[config.mk]
export PLATFORM = sky130hd
export DESIGN_NAME = date_time_normalizer_top
export DESIGN_NICKNAME = d
export VERILOG_FILES = /design/src/rtl/dtn_pkg.sv /design/src/rtl/dtn_ctrl.sv /design/src/rtl/dtn_datapath.sv /design/src/rtl/date_time_normalizer_top.sv
export SDC_FILE = /design/constraint.sdc
export NUM_CORES = 1
export LEC_CHECK = 0
export ABC_CLOCK_PERIOD_IN_PS = 20200
export CAP_MARGIN = 10
export CORE_MARGIN = 2
export CORE_UTILIZATION = 49
export CTS_BUF_LIST = sky130_fd_sc_hd__clkbuf_4
export DETAILED_ROUTE_END_ITERATION = 12
export DONT_BUFFER_PORTS = 1
export GPL_ROUTABILITY_DRIVEN = 0
export HOLD_SLACK_MARGIN = 0.02
export PLACE_DENSITY = 0.62
export SYNTH_ARGS = -nofsm -noshare
export SYNTH_HDL_FRONTEND = slang
export SYNTH_SLANG_ARGS = --single-unit
[constraint.sdc]
create_clock -name i_clk -period 20.2 [get_ports i_clk]
set_input_delay 3.03 -clock i_clk [delete_from_list [all_inputs] [get_ports i_clk]]
set_output_delay 3.03 -clock i_clk [all_outputs]
set_load 0.05 [all_outputs]
[src/rtl/dtn_pkg.sv]
`timescale 1ns / 1ps

package dtn_pkg;

    // field widths
    localparam int YR_IN_W  = 14;
    localparam int MON_IN_W = 8;
    localparam int FLD_IN_W = 16;
    localparam int YR_OUT_W = 15;
    localparam int MON_W    = 4;
    localparam int DAY_W    = 5;
    localparam int HR_W     = 5;
    localparam int MIN_W    = 6;
    localparam int SEC_W    = 6;

    // internal widths
    localparam int VAL_W = 17;   // working second/minute/hour/day values
    localparam int YR_W  = 16;   // working year
    localparam int DIV_W = 18;   // biased dividend and quotient
    localparam int REM_W = 9;    // remainder, below 400
    localparam int SUM_W = 19;   // dividend bias sum
    localparam int CYC_W = 9;    // position in the 400 year cycle

    localparam int SEC_PER_MIN  = 60;
    localparam int MIN_PER_HR   = 60;
    localparam int HR_PER_DAY   = 24;
    localparam int MON_PER_YR   = 12;
    localparam int YR_PER_CYCLE = 400;

    // reciprocal constants, rounded up; the rounding error of each is below
    // 2^(REC_SH-DIV_W), so the quotient is exact for any DIV_W-bit dividend
    localparam int REC_W    = 24;
    localparam int REC_SH   = 27;
    localparam int REC_SEC  = ((1 << REC_SH) + SEC_PER_MIN - 1) / SEC_PER_MIN;
    localparam int REC_MIN  = ((1 << REC_SH) + MIN_PER_HR - 1) / MIN_PER_HR;
    localparam int REC_HOUR = ((1 << REC_SH) + HR_PER_DAY - 1) / HR_PER_DAY;
    localparam int REC_MON  = ((1 << REC_SH) + MON_PER_YR - 1) / MON_PER_YR;
    localparam int REC_YEAR = ((1 << REC_SH) + YR_PER_CYCLE - 1) / YR_PER_CYCLE;

    // quotient offsets that keep every dividend non-negative
    localparam int OFS_SEC  = 1024;
    localparam int OFS_MIN  = 1024;
    localparam int OFS_HOUR = 2048;
    localparam int OFS_MON  = 16;
    localparam int OFS_YEAR = 1;

    localparam logic [MON_W-1:0] MON_JAN = 4'd1;
    localparam logic [MON_W-1:0] MON_FEB = 4'd2;
    localparam logic [MON_W-1:0] MON_APR = 4'd4;
    localparam logic [MON_W-1:0] MON_JUN = 4'd6;
    localparam logic [MON_W-1:0] MON_SEP = 4'd9;
    localparam logic [MON_W-1:0] MON_NOV = 4'd11;
    localparam logic [MON_W-1:0] MON_DEC = 4'd12;

    typedef enum logic [5:0] {
        S_IDLE   = 6'b000001,
        S_INIT   = 6'b000010,
        S_RUN    = 6'b000100,
        S_WB     = 6'b001000,
        S_WALK   = 6'b010000,
        S_FINISH = 6'b100000
    } t_state;

    // division passes, in processing order
    typedef enum logic [2:0] {
        OP_SEC  = 3'd0,
        OP_MIN  = 3'd1,
        OP_HOUR = 3'd2,
        OP_MON  = 3'd3,
        OP_YEAR = 3'd4
    } t_op;

    typedef struct packed {
        logic load;
        logic div_init;
        logic div_step;
        logic div_wb;
        logic walk_step;
        logic out_load;
        t_op  op;
    } t_cmd;

    typedef struct packed {
        logic walk_done;
    } t_stat;

    function automatic logic [REM_W-1:0] f_divisor(input t_op op);
        logic [REM_W-1:0] d;
        unique case (op)
            OP_SEC:  d = REM_W'(SEC_PER_MIN);
            OP_MIN:  d = REM_W'(MIN_PER_HR);
            OP_HOUR: d = REM_W'(HR_PER_DAY);
            OP_MON:  d = REM_W'(MON_PER_YR);
            OP_YEAR: d = REM_W'(YR_PER_CYCLE);
            default: d = REM_W'(YR_PER_CYCLE);
        endcase
        return d;
    endfunction

    function automatic logic [REC_W-1:0] f_recip(input t_op op);
        logic [REC_W-1:0] m;
        unique case (op)
            OP_SEC:  m = REC_W'(REC_SEC);
            OP_MIN:  m = REC_W'(REC_MIN);
            OP_HOUR: m = REC_W'(REC_HOUR);
            OP_MON:  m = REC_W'(REC_MON);
            OP_YEAR: m = REC_W'(REC_YEAR);
            default: m = REC_W'(REC_YEAR);
        endcase
        return m;
    endfunction

    function automatic logic signed [SUM_W-1:0] f_offset(input t_op op);
        logic signed [SUM_W-1:0] k;
        unique case (op)
            OP_SEC:  k = SUM_W'(OFS_SEC);
            OP_MIN:  k = SUM_W'(OFS_MIN);
            OP_HOUR: k = SUM_W'(OFS_HOUR);
            OP_MON:  k = SUM_W'(OFS_MON);
            OP_YEAR: k = SUM_W'(OFS_YEAR);
            default: k = '0;
        endcase
        return k;
    endfunction

    function automatic logic signed [SUM_W-1:0] f_bias(input t_op op);
        logic signed [SUM_W-1:0] b;
        unique case (op)
            OP_SEC:  b = SUM_W'(OFS_SEC * SEC_PER_MIN);
            OP_MIN:  b = SUM_W'(OFS_MIN * MIN_PER_HR);
            OP_HOUR: b = SUM_W'(OFS_HOUR * HR_PER_DAY);
            OP_MON:  b = SUM_W'(OFS_MON * MON_PER_YR);
            OP_YEAR: b = SUM_W'(OFS_YEAR * YR_PER_CYCLE);
            default: b = '0;
        endcase
        return b;
    endfunction

    // leap test on the year's place within the 400 year cycle
    function automatic logic f_leap(input logic [CYC_W-1:0] cyc);
        logic century;
        century = (cyc == CYC_W'(0)) || (cyc == CYC_W'(100)) ||
                  (cyc == CYC_W'(200)) || (cyc == CYC_W'(300));
        return ((cyc[1:0] == 2'b00) && !century) || (cyc == CYC_W'(0));
    endfunction

    function automatic logic [DAY_W-1:0] f_month_days(input logic [MON_W-1:0] mon,
                                                      input logic leap);
        logic [DAY_W-1:0] n;
        case (mon) inside
            MON_FEB:                           n = leap ? 5'd29 : 5'd28;
            MON_APR, MON_JUN, MON_SEP, MON_NOV: n = 5'd30;
            default:                           n = 5'd31;
        endcase
        return n;
    endfunction

endpackage

[src/rtl/dtn_ctrl.sv]
`timescale 1ns / 1ps

module dtn_ctrl
    import dtn_pkg::*;
(
    input  logic  i_clk,
    input  logic  i_rst_n,
    input  logic  i_in_valid,
    output logic  o_in_stall,
    output logic  o_out_valid,
    input  logic  i_out_stall,
    input  t_stat i_stat,
    output t_cmd  o_cmd
);

    t_state           r_state, n_state;
    t_op              r_op, n_op;
    logic             r_out_valid, n_out_valid;

    // state registers
    always_ff @(posedge i_clk) begin
        if (!i_rst_n) begin
            r_state     <= S_IDLE;
            r_op        <= OP_SEC;
            r_out_valid <= 1'b0;
        end else begin
            r_state     <= n_state;
            r_op        <= n_op;
            r_out_valid <= n_out_valid;
        end
    end

    // sequencing: five division passes, then the month walk
    always_comb begin
        n_state = r_state;
        n_op    = r_op;
        o_cmd   = '0;
        o_cmd.op = r_op;
        unique case (r_state)
            S_IDLE: begin
                if (i_in_valid) begin
                    o_cmd.load = 1'b1;
                    n_op       = OP_SEC;
                    n_state    = S_INIT;
                end
            end
            S_INIT: begin
                o_cmd.div_init = 1'b1;
                n_state        = S_RUN;
            end
            S_RUN: begin
                o_cmd.div_step = 1'b1;
                n_state        = S_WB;
            end
            S_WB: begin
                o_cmd.div_wb = 1'b1;
                unique case (r_op)
                    OP_SEC:  begin n_op = OP_MIN;  n_state = S_INIT; end
                    OP_MIN:  begin n_op = OP_HOUR; n_state = S_INIT; end
                    OP_HOUR: begin n_op = OP_MON;  n_state = S_INIT; end
                    OP_MON:  begin n_op = OP_YEAR; n_state = S_INIT; end
                    default: n_state = S_WALK;
                endcase
            end
            S_WALK: begin
                if (i_stat.walk_done) begin
                    n_state = S_FINISH;
                end else begin
                    o_cmd.walk_step = 1'b1;
                end
            end
            S_FINISH: begin
                if (!r_out_valid || !i_out_stall) begin
                    o_cmd.out_load = 1'b1;
                    n_state        = S_IDLE;
                end
            end
            default: n_state = S_IDLE;
        endcase
    end

    // output beat holds until taken
    always_comb begin
        n_out_valid = o_cmd.out_load | (r_out_valid & i_out_stall);
    end

    assign o_in_stall  = (r_state != S_IDLE);
    assign o_out_valid = r_out_valid;

endmodule

[src/rtl/dtn_datapath.sv]
`timescale 1ns / 1ps

module dtn_datapath
    import dtn_pkg::*;
(
    input  logic                       i_clk,
    input  t_cmd                       i_cmd,
    output t_stat                      o_stat,
    input  logic        [YR_IN_W-1:0]  i_in_year,
    input  logic signed [MON_IN_W-1:0] i_in_month,
    input  logic signed [FLD_IN_W-1:0] i_in_day,
    input  logic signed [FLD_IN_W-1:0] i_in_hour,
    input  logic signed [FLD_IN_W-1:0] i_in_minute,
    input  logic signed [FLD_IN_W-1:0] i_in_second,
    output logic signed [YR_OUT_W-1:0] o_out_year,
    output logic        [MON_W-1:0]    o_out_month,
    output logic        [DAY_W-1:0]    o_out_day,
    output logic        [HR_W-1:0]     o_out_hour,
    output logic        [MIN_W-1:0]    o_out_minute,
    output logic        [SEC_W-1:0]    o_out_second
);

    // working values
    logic signed [VAL_W-1:0]    r_sc, r_mn, r_hr, r_dy;
    logic signed [MON_IN_W-1:0] r_mon_raw;
    logic        [MON_W-1:0]    r_mon;
    logic signed [YR_W-1:0]     r_yr;
    logic        [CYC_W-1:0]    r_cyc;

    // divider
    logic [DIV_W-1:0] r_num;
    logic [DIV_W-1:0] r_quo;

    logic signed [VAL_W-1:0]       div_val;
    logic signed [SUM_W-1:0]       div_sum;
    logic        [REM_W-1:0]       dvsr;
    logic        [REC_W-1:0]       recip;
    logic        [DIV_W+REC_W-1:0] prod;
    logic        [DIV_W-1:0]       quo_next;
    logic        [DIV_W+REM_W-1:0] back;
    logic        [DIV_W-1:0]       rem_full;
    logic        [REM_W-1:0]       rem;
    logic signed [SUM_W-1:0]       quo_adj;
    logic signed [VAL_W-1:0]       quo_s;
    logic signed [VAL_W-1:0]       rem_s;

    // walk
    logic                    leap_cur, leap_prev;
    logic [CYC_W-1:0]        cyc_next, cyc_prev;
    logic [MON_W-1:0]        mon_prev;
    logic [DAY_W-1:0]        mlen_cur, mlen_prev;
    logic signed [VAL_W-1:0] mlen_cur_s, mlen_prev_s;
    logic                    dy_pos;

    // dividend selection, offset so the unsigned divide gives floor results
    always_comb begin
        unique case (i_cmd.op)
            OP_SEC:  div_val = r_sc;
            OP_MIN:  div_val = r_mn;
            OP_HOUR: div_val = r_hr;
            OP_MON:  div_val = VAL_W'(r_mon_raw) - VAL_W'(1);
            OP_YEAR: div_val = VAL_W'(r_yr);
            default: div_val = '0;
        endcase
        div_sum = SUM_W'(div_val) + f_bias(i_cmd.op);
        dvsr    = f_divisor(i_cmd.op);
        recip   = f_recip(i_cmd.op);
    end

    // quotient by reciprocal multiply, remainder by multiply back
    always_comb begin
        prod     = {{REC_W{1'b0}}, r_num} * {{DIV_W{1'b0}}, recip};
        quo_next = DIV_W'(prod[DIV_W+REC_W-1:REC_SH]);
        back     = {{REM_W{1'b0}}, r_quo} * {{DIV_W{1'b0}}, dvsr};
        rem_full = r_num - back[DIV_W-1:0];
        rem      = rem_full[REM_W-1:0];
    end

    // quotient with offset removed, remainder widened
    always_comb begin
        quo_adj = $signed({1'b0, r_quo}) - f_offset(i_cmd.op);
        quo_s   = quo_adj[VAL_W-1:0];
        rem_s   = $signed({{(VAL_W-REM_W){1'b0}}, rem});
    end

    // month lengths around the current position
    always_comb begin
        leap_cur  = f_leap(r_cyc);
        mlen_cur  = f_month_days(r_mon, leap_cur);
        cyc_next  = (r_cyc == CYC_W'(YR_PER_CYCLE - 1)) ? '0 : r_cyc + CYC_W'(1);
        cyc_prev  = (r_cyc == '0) ? CYC_W'(YR_PER_CYCLE - 1) : r_cyc - CYC_W'(1);
        if (r_mon == MON_JAN) begin
            mon_prev  = MON_DEC;
            leap_prev = f_leap(cyc_prev);
        end else begin
            mon_prev  = r_mon - MON_W'(1);
            leap_prev = leap_cur;
        end
        mlen_prev   = f_month_days(mon_prev, leap_prev);
        mlen_cur_s  = $signed({{(VAL_W-DAY_W){1'b0}}, mlen_cur});
        mlen_prev_s = $signed({{(VAL_W-DAY_W){1'b0}}, mlen_prev});
        dy_pos      = (r_dy > VAL_W'(0));
        o_stat.walk_done = dy_pos && (r_dy <= mlen_cur_s);
    end

    // working registers
    always_ff @(posedge i_clk) begin
        if (i_cmd.load) begin
            r_yr      <= $signed({{(YR_W-YR_IN_W){1'b0}}, i_in_year});
            r_mon_raw <= i_in_month;
            r_dy      <= VAL_W'(i_in_day);
            r_hr      <= VAL_W'(i_in_hour);
            r_mn      <= VAL_W'(i_in_minute);
            r_sc      <= VAL_W'(i_in_second);
        end
        if (i_cmd.div_init) begin
            r_num <= div_sum[DIV_W-1:0];
        end
        if (i_cmd.div_step) begin
            r_quo <= quo_next;
        end
        if (i_cmd.div_wb) begin
            unique case (i_cmd.op)
                OP_SEC: begin
                    r_mn <= r_mn + quo_s;
                    r_sc <= rem_s;
                end
                OP_MIN: begin
                    r_hr <= r_hr + quo_s;
                    r_mn <= rem_s;
                end
                OP_HOUR: begin
                    r_dy <= r_dy + quo_s;
                    r_hr <= rem_s;
                end
                OP_MON: begin
                    r_yr  <= r_yr + quo_s[YR_W-1:0];
                    r_mon <= rem[MON_W-1:0] + MON_W'(1);
                end
                OP_YEAR: begin
                    r_cyc <= rem;
                end
                default: begin
                    r_cyc <= r_cyc;
                end
            endcase
        end
        // one month crossed per cycle
        if (i_cmd.walk_step) begin
            if (dy_pos) begin
                r_dy <= r_dy - mlen_cur_s;
                if (r_mon == MON_DEC) begin
                    r_mon <= MON_JAN;
                    r_yr  <= r_yr + YR_W'(1);
                    r_cyc <= cyc_next;
                end else begin
                    r_mon <= r_mon + MON_W'(1);
                end
            end else begin
                r_dy  <= r_dy + mlen_prev_s;
                r_mon <= mon_prev;
                if (r_mon == MON_JAN) begin
                    r_yr  <= r_yr - YR_W'(1);
                    r_cyc <= cyc_prev;
                end
            end
        end
    end

    // result register
    always_ff @(posedge i_clk) begin
        if (i_cmd.out_load) begin
            o_out_year   <= r_yr[YR_OUT_W-1:0];
            o_out_month  <= r_mon;
            o_out_day    <= r_dy[DAY_W-1:0];
            o_out_hour   <= r_hr[HR_W-1:0];
            o_out_minute <= r_mn[MIN_W-1:0];
            o_out_second <= r_sc[SEC_W-1:0];
        end
    end

endmodule

[src/rtl/date_time_normalizer_top.sv]
`timescale 1ns / 1ps

// Gregorian date and time normalizer. One date and time beat in, one
// normalized beat out. Seconds, minutes, hours and the month are reduced
// by floor division on a shared reciprocal-multiply divider (five passes,
// the last giving the year's place in the 400 year cycle), then the day is
// walked across months one month per cycle with February at 29 days in leap
// years. The input is free again after the result is loaded. One item is in
// work at a time; a finished result waits in the output register while the
// next item is taken. Years that leave the 15-bit output wrap in two's
// complement.
module date_time_normalizer_top
    import dtn_pkg::*;
(
    input  logic                       i_clk,
    input  logic                       i_rst_n,
    input  logic                       i_in_valid,
    output logic                       o_in_stall,
    input  logic        [YR_IN_W-1:0]  i_in_year,
    input  logic signed [MON_IN_W-1:0] i_in_month,
    input  logic signed [FLD_IN_W-1:0] i_in_day,
    input  logic signed [FLD_IN_W-1:0] i_in_hour,
    input  logic signed [FLD_IN_W-1:0] i_in_minute,
    input  logic signed [FLD_IN_W-1:0] i_in_second,
    output logic                       o_out_valid,
    input  logic                       i_out_stall,
    output logic signed [YR_OUT_W-1:0] o_out_year,
    output logic        [MON_W-1:0]    o_out_month,
    output logic        [DAY_W-1:0]    o_out_day,
    output logic        [HR_W-1:0]     o_out_hour,
    output logic        [MIN_W-1:0]    o_out_minute,
    output logic        [SEC_W-1:0]    o_out_second
);

    t_cmd  cmd;
    t_stat stat;

    // sequencer
    dtn_ctrl u_ctrl (
        .i_clk       (i_clk),
        .i_rst_n     (i_rst_n),
        .i_in_valid  (i_in_valid),
        .o_in_stall  (o_in_stall),
        .o_out_valid (o_out_valid),
        .i_out_stall (i_out_stall),
        .i_stat      (stat),
        .o_cmd       (cmd)
    );

    // arithmetic and result register
    dtn_datapath u_dp (
        .i_clk        (i_clk),
        .i_cmd        (cmd),
        .o_stat       (stat),
        .i_in_year    (i_in_year),
        .i_in_month   (i_in_month),
        .i_in_day     (i_in_day),
        .i_in_hour    (i_in_hour),
        .i_in_minute  (i_in_minute),
        .i_in_second  (i_in_second),
        .o_out_year   (o_out_year),
        .o_out_month  (o_out_month),
        .o_out_day    (o_out_day),
        .o_out_hour   (o_out_hour),
        .o_out_minute (o_out_minute),
        .o_out_second (o_out_second)
    );

endmodule

==> impl_metrics.toml <==
[global_route]
grt_pass1_vias = 21292
grt_max_degree = 76
grt-ovfl-total = 0
globalRouteTotalUtil_pct = 29.6
antenna_found_initial = 2
grt_pass1_wl_um = 122000

[setup_path]
cpPeakStageDelay_ps = 870
criticalPathCategory = "reg -> reg"
cp-startpoint = "u_ctrl.r_op[2]"
critPathSlowestCell = "nand2b_1"
cp_top_family = "adder cells"
worstReg2RegEnd = "u_dp.r_quo[13]"
end_kind = "flop"
startpoint_type = "flop"
cp_num_cells = 24
r2r_cells = 24
path_max_fanout = 58
worst-path-buf-inv = 6
rrSetupSlack_ps = 11810
path_common_cell = "fa_1"
arrival_ps = 8900
critPathRequiredTime_ps = 20710
crit_path_cell_trace = "buf_4 -> nand2b_1 -> nand2_1 -> fa_1 -> inv_1 -> fa_1 -> inv_1 -> fa_1 -> inv_1 -> fa_1 -> fa_1 -> inv_1 -> fa_1 -> inv_1 -> ha_1 -> nand2_1 -> nor4_1 -> nand3_1 -> a31o_2 -> a21o_1 -> a21oi_1 -> a221o_1 -> o311ai_0 -> a221oi_1"
r2r_start = "u_ctrl.r_op[2]"
crit_end = "u_dp.r_quo[13]"

[sta]
setup_ws_ps = 11810
rsz0062_at_grt = "no"
maxSlewViolCount = 0
fin_crit_ps = 8390
maxSlewHeadroom_pct = 22.4
setup_viol = 0
max_freq_mhz = 119
tightest_slew_ps = 1160
tns_ps = 0
period_share_pct = 41.5
clock_skew_ps = 35.5
hold_viol = 0

[placed_design]
io_buffers = 0
dp.final_hpwl_um = 63800
post-place-ws_ps = 11880

[run_status]
status = "completed"

[pwr]
powerDensity_mw_per_mm2 = 75.5
ir_worst_vdd_v = 0.0000700
power_leakage_nw = 12.8

[synthesis]
synth_ff_type = "dfxtp_1"
synth_area_leaders = "fa_1, ha_1, edfxtp_1"
yosys.area.top_type = "fa_1"
yosysSeqAreaShare_pct = 18.1
synth_warnings = 0
synth.distinct_cells = 77
synth_cells = 2897
synth_edf_count = 86
synth_fp_nets = 3572
syn_area_mm2 = 0.0256
ys_ff_latch = 189
synth_top_area_share_pct = 26.9
syn_avg_cell_area_um2 = 8.85
async_reset_ff_share_pct = 0

[cells_and_area]
area_delta_synth_final_pct = 3.92
multi_input_area_mm2 = 0.0186
fillers = 4959
layout.nets = 3512
layout_commonest_cell = "inv_1"
layout-drive-gt1-share_pct = 3.75
seq_area_mm2 = 0.00465
mostFrequentLayoutCells = "inv_1, fa_1, nand2_1"

[clocking]
clock_sinks = 189
holdBufCountCts = 0
cts_buffers = 17
clk_pin_slew_ps = 180
post_cts_buffers = 0
cts_max_level = 4
cts_resized = 0
clock_latency_ps = 690
clock_path_buffers = 2
cts_root_buffer = "clkbuf_4"
cts_tree = "built"

[floorplan]
start_util_pct = 49.8
core_mm2 = 0.0515
ios = 133
rows = 83
die_area_mm2 = 0.0542
die_y_um = 233
dieWidth_um = 233

[detailed_routing]
wirelength_um = 78300
top_layer_used = "met4"
drc_errors = 0
wl_met2_um = 35500
wl_met1_um = 33000
vias = 20734
ant_nets = 0
avgViaCountPerCell = 5.87
wl_per_cell_um = 22.2
drtIter0Drc = 1721
dr.pass1.iters = 7
wl_met3_um = 6180

[run]
max-cap-violations = 0

[hold_path]
hold_class = "reg -> reg"
metrics by stage:
stage	instances	area [um^2]	utilization, %	power, mW	hold WS (ps)
after global routing	3533	26600	51.7	2.19	488
after CTS	3530	26600	51.7	2.00	463
final	3533	26600	51.7	2.01	465
after global placement	3498	26300	51.1	1.74	441
after floorplan	2897	25600	-	1.45	424
after detailed placement	3498	26300	51.1	1.77	442
cell families (layout without fill, tap and decap cells):
logic type / count (synthesis) / count (layout) / share of synthesized area (%)
buffers and inverters: 638 / 591 / 9.42
flip-flops: 189 / 189 / 18.1
AO/OA/AOI/OAI: 544 / 544 / 13.5
adder cells (fa/ha/maj): 585 / 585 / 38.7
AND/OR/NAND/NOR: 748 / 748 / 13.5
other: 1 / 4 / 0.0146
XOR/XNOR: 145 / 145 / 4.95
multiplexers: 47 / 47 / 1.84
worst reg2reg max path: stages, from the launching register on:
cell,delay [ps]
dfxtp_2,360
buf_4,570
nand2b_1,890
nand2_1,420
fa_1,640
inv_1,60
fa_1,580
inv_1,70
fa_1,520
inv_1,70
fa_1,490
fa_1,490
inv_1,50
fa_1,470
inv_1,50
ha_1,300
nand2_1,80
nor4_1,410
nand3_1,130
a31o_2,250
a21o_1,280
a21oi_1,310
a221o_1,330
o311ai_0,150
a221oi_1,280
sequential cells by signal, summed over array words and instances, names as in the netlist, 15 cells and up:
name,cells
u_dp.o_out_year,15
u_dp.r_dy,17
u_dp.r_hr,17
u_dp.r_mn,17
u_dp.r_num,18
u_dp.r_quo,15
u_dp.r_sc,17
u_dp.r_yr,16
layout make-up:
class | count | area share (%)
inverters | 524 | 7.38
flip-flops and latches | 189 | 17.4
repair buffers | 35 | 0.986
multi-input cells | 2070 | 69.9
clock buffers | 17 | 0.479
diodes | 3 | 0.0282
well taps | 680 | 3.19
clock inverters | 15 | 0.620
report_power, final:
| part | internal, mW | switching (mW) |
|---|---|---|
| registers | 0.490 | 0.139 |
| clock network | 0.0675 | 0.161 |
| logic | 0.487 | 0.666 |
| total | 1.04 | 0.966 |
layer usage:
| metal | up-vias | track usage, % |
|---|---|---|
| met5 | - | 0 |
| met3 | 166 | 5.69 |
| met1 | 10272 | 39.5 |
| met4 | 0 | 13.0 |
| met2 | 869 | 46.9 |
| li1 | 9427 | - |
cell usage after synthesis, types with 7 or more instances:
library cell,instances
mux2i_1,45
nand2b_1,22
a21o_1,30
o21a_1,7
nand3b_1,8
nor4_1,7
or3_1,15
o22ai_1,38
o211ai_1,34
nand3_1,58
nor2b_1,24
a31oi_1,22
and3_1,25
inv_1,524
o221ai_1,12
a221o_1,12
buf_2,13
o21ai_0,106
fa_1,345
nor2_1,132
nand2_1,336
a22oi_1,16
a221oi_1,7
o21bai_1,9
nand4_1,8
or2_2,10
clkbuf_1,90
xor2_1,62
edfxtp_1,86
xnor2_1,83
dfxtp_1,103
a211oi_1,17
ha_1,240
and2_1,29
a31o_2,7
o31ai_1,10
buf_1,10
nor3_1,46
a21oi_1,171
how the worst min path moves through the flow:
stage,from,to,cells past startpoint
6_report,u_dp.r_sc[12],u_dp.r_sc[12],2
5_1_grt,u_dp.r_sc[12],u_dp.r_sc[12],2
4_1_cts,u_dp.r_sc[12],u_dp.r_sc[12],2
3_5_place_dp,u_dp.r_sc[12],u_dp.r_sc[12],2
3_3_place_gp,u_dp.r_sc[12],u_dp.r_sc[12],2
2_1_floorplan,u_dp.r_mon[2],u_dp.o_out_month[2],0
Note: power is estimated with default switching activity, not from simulation.
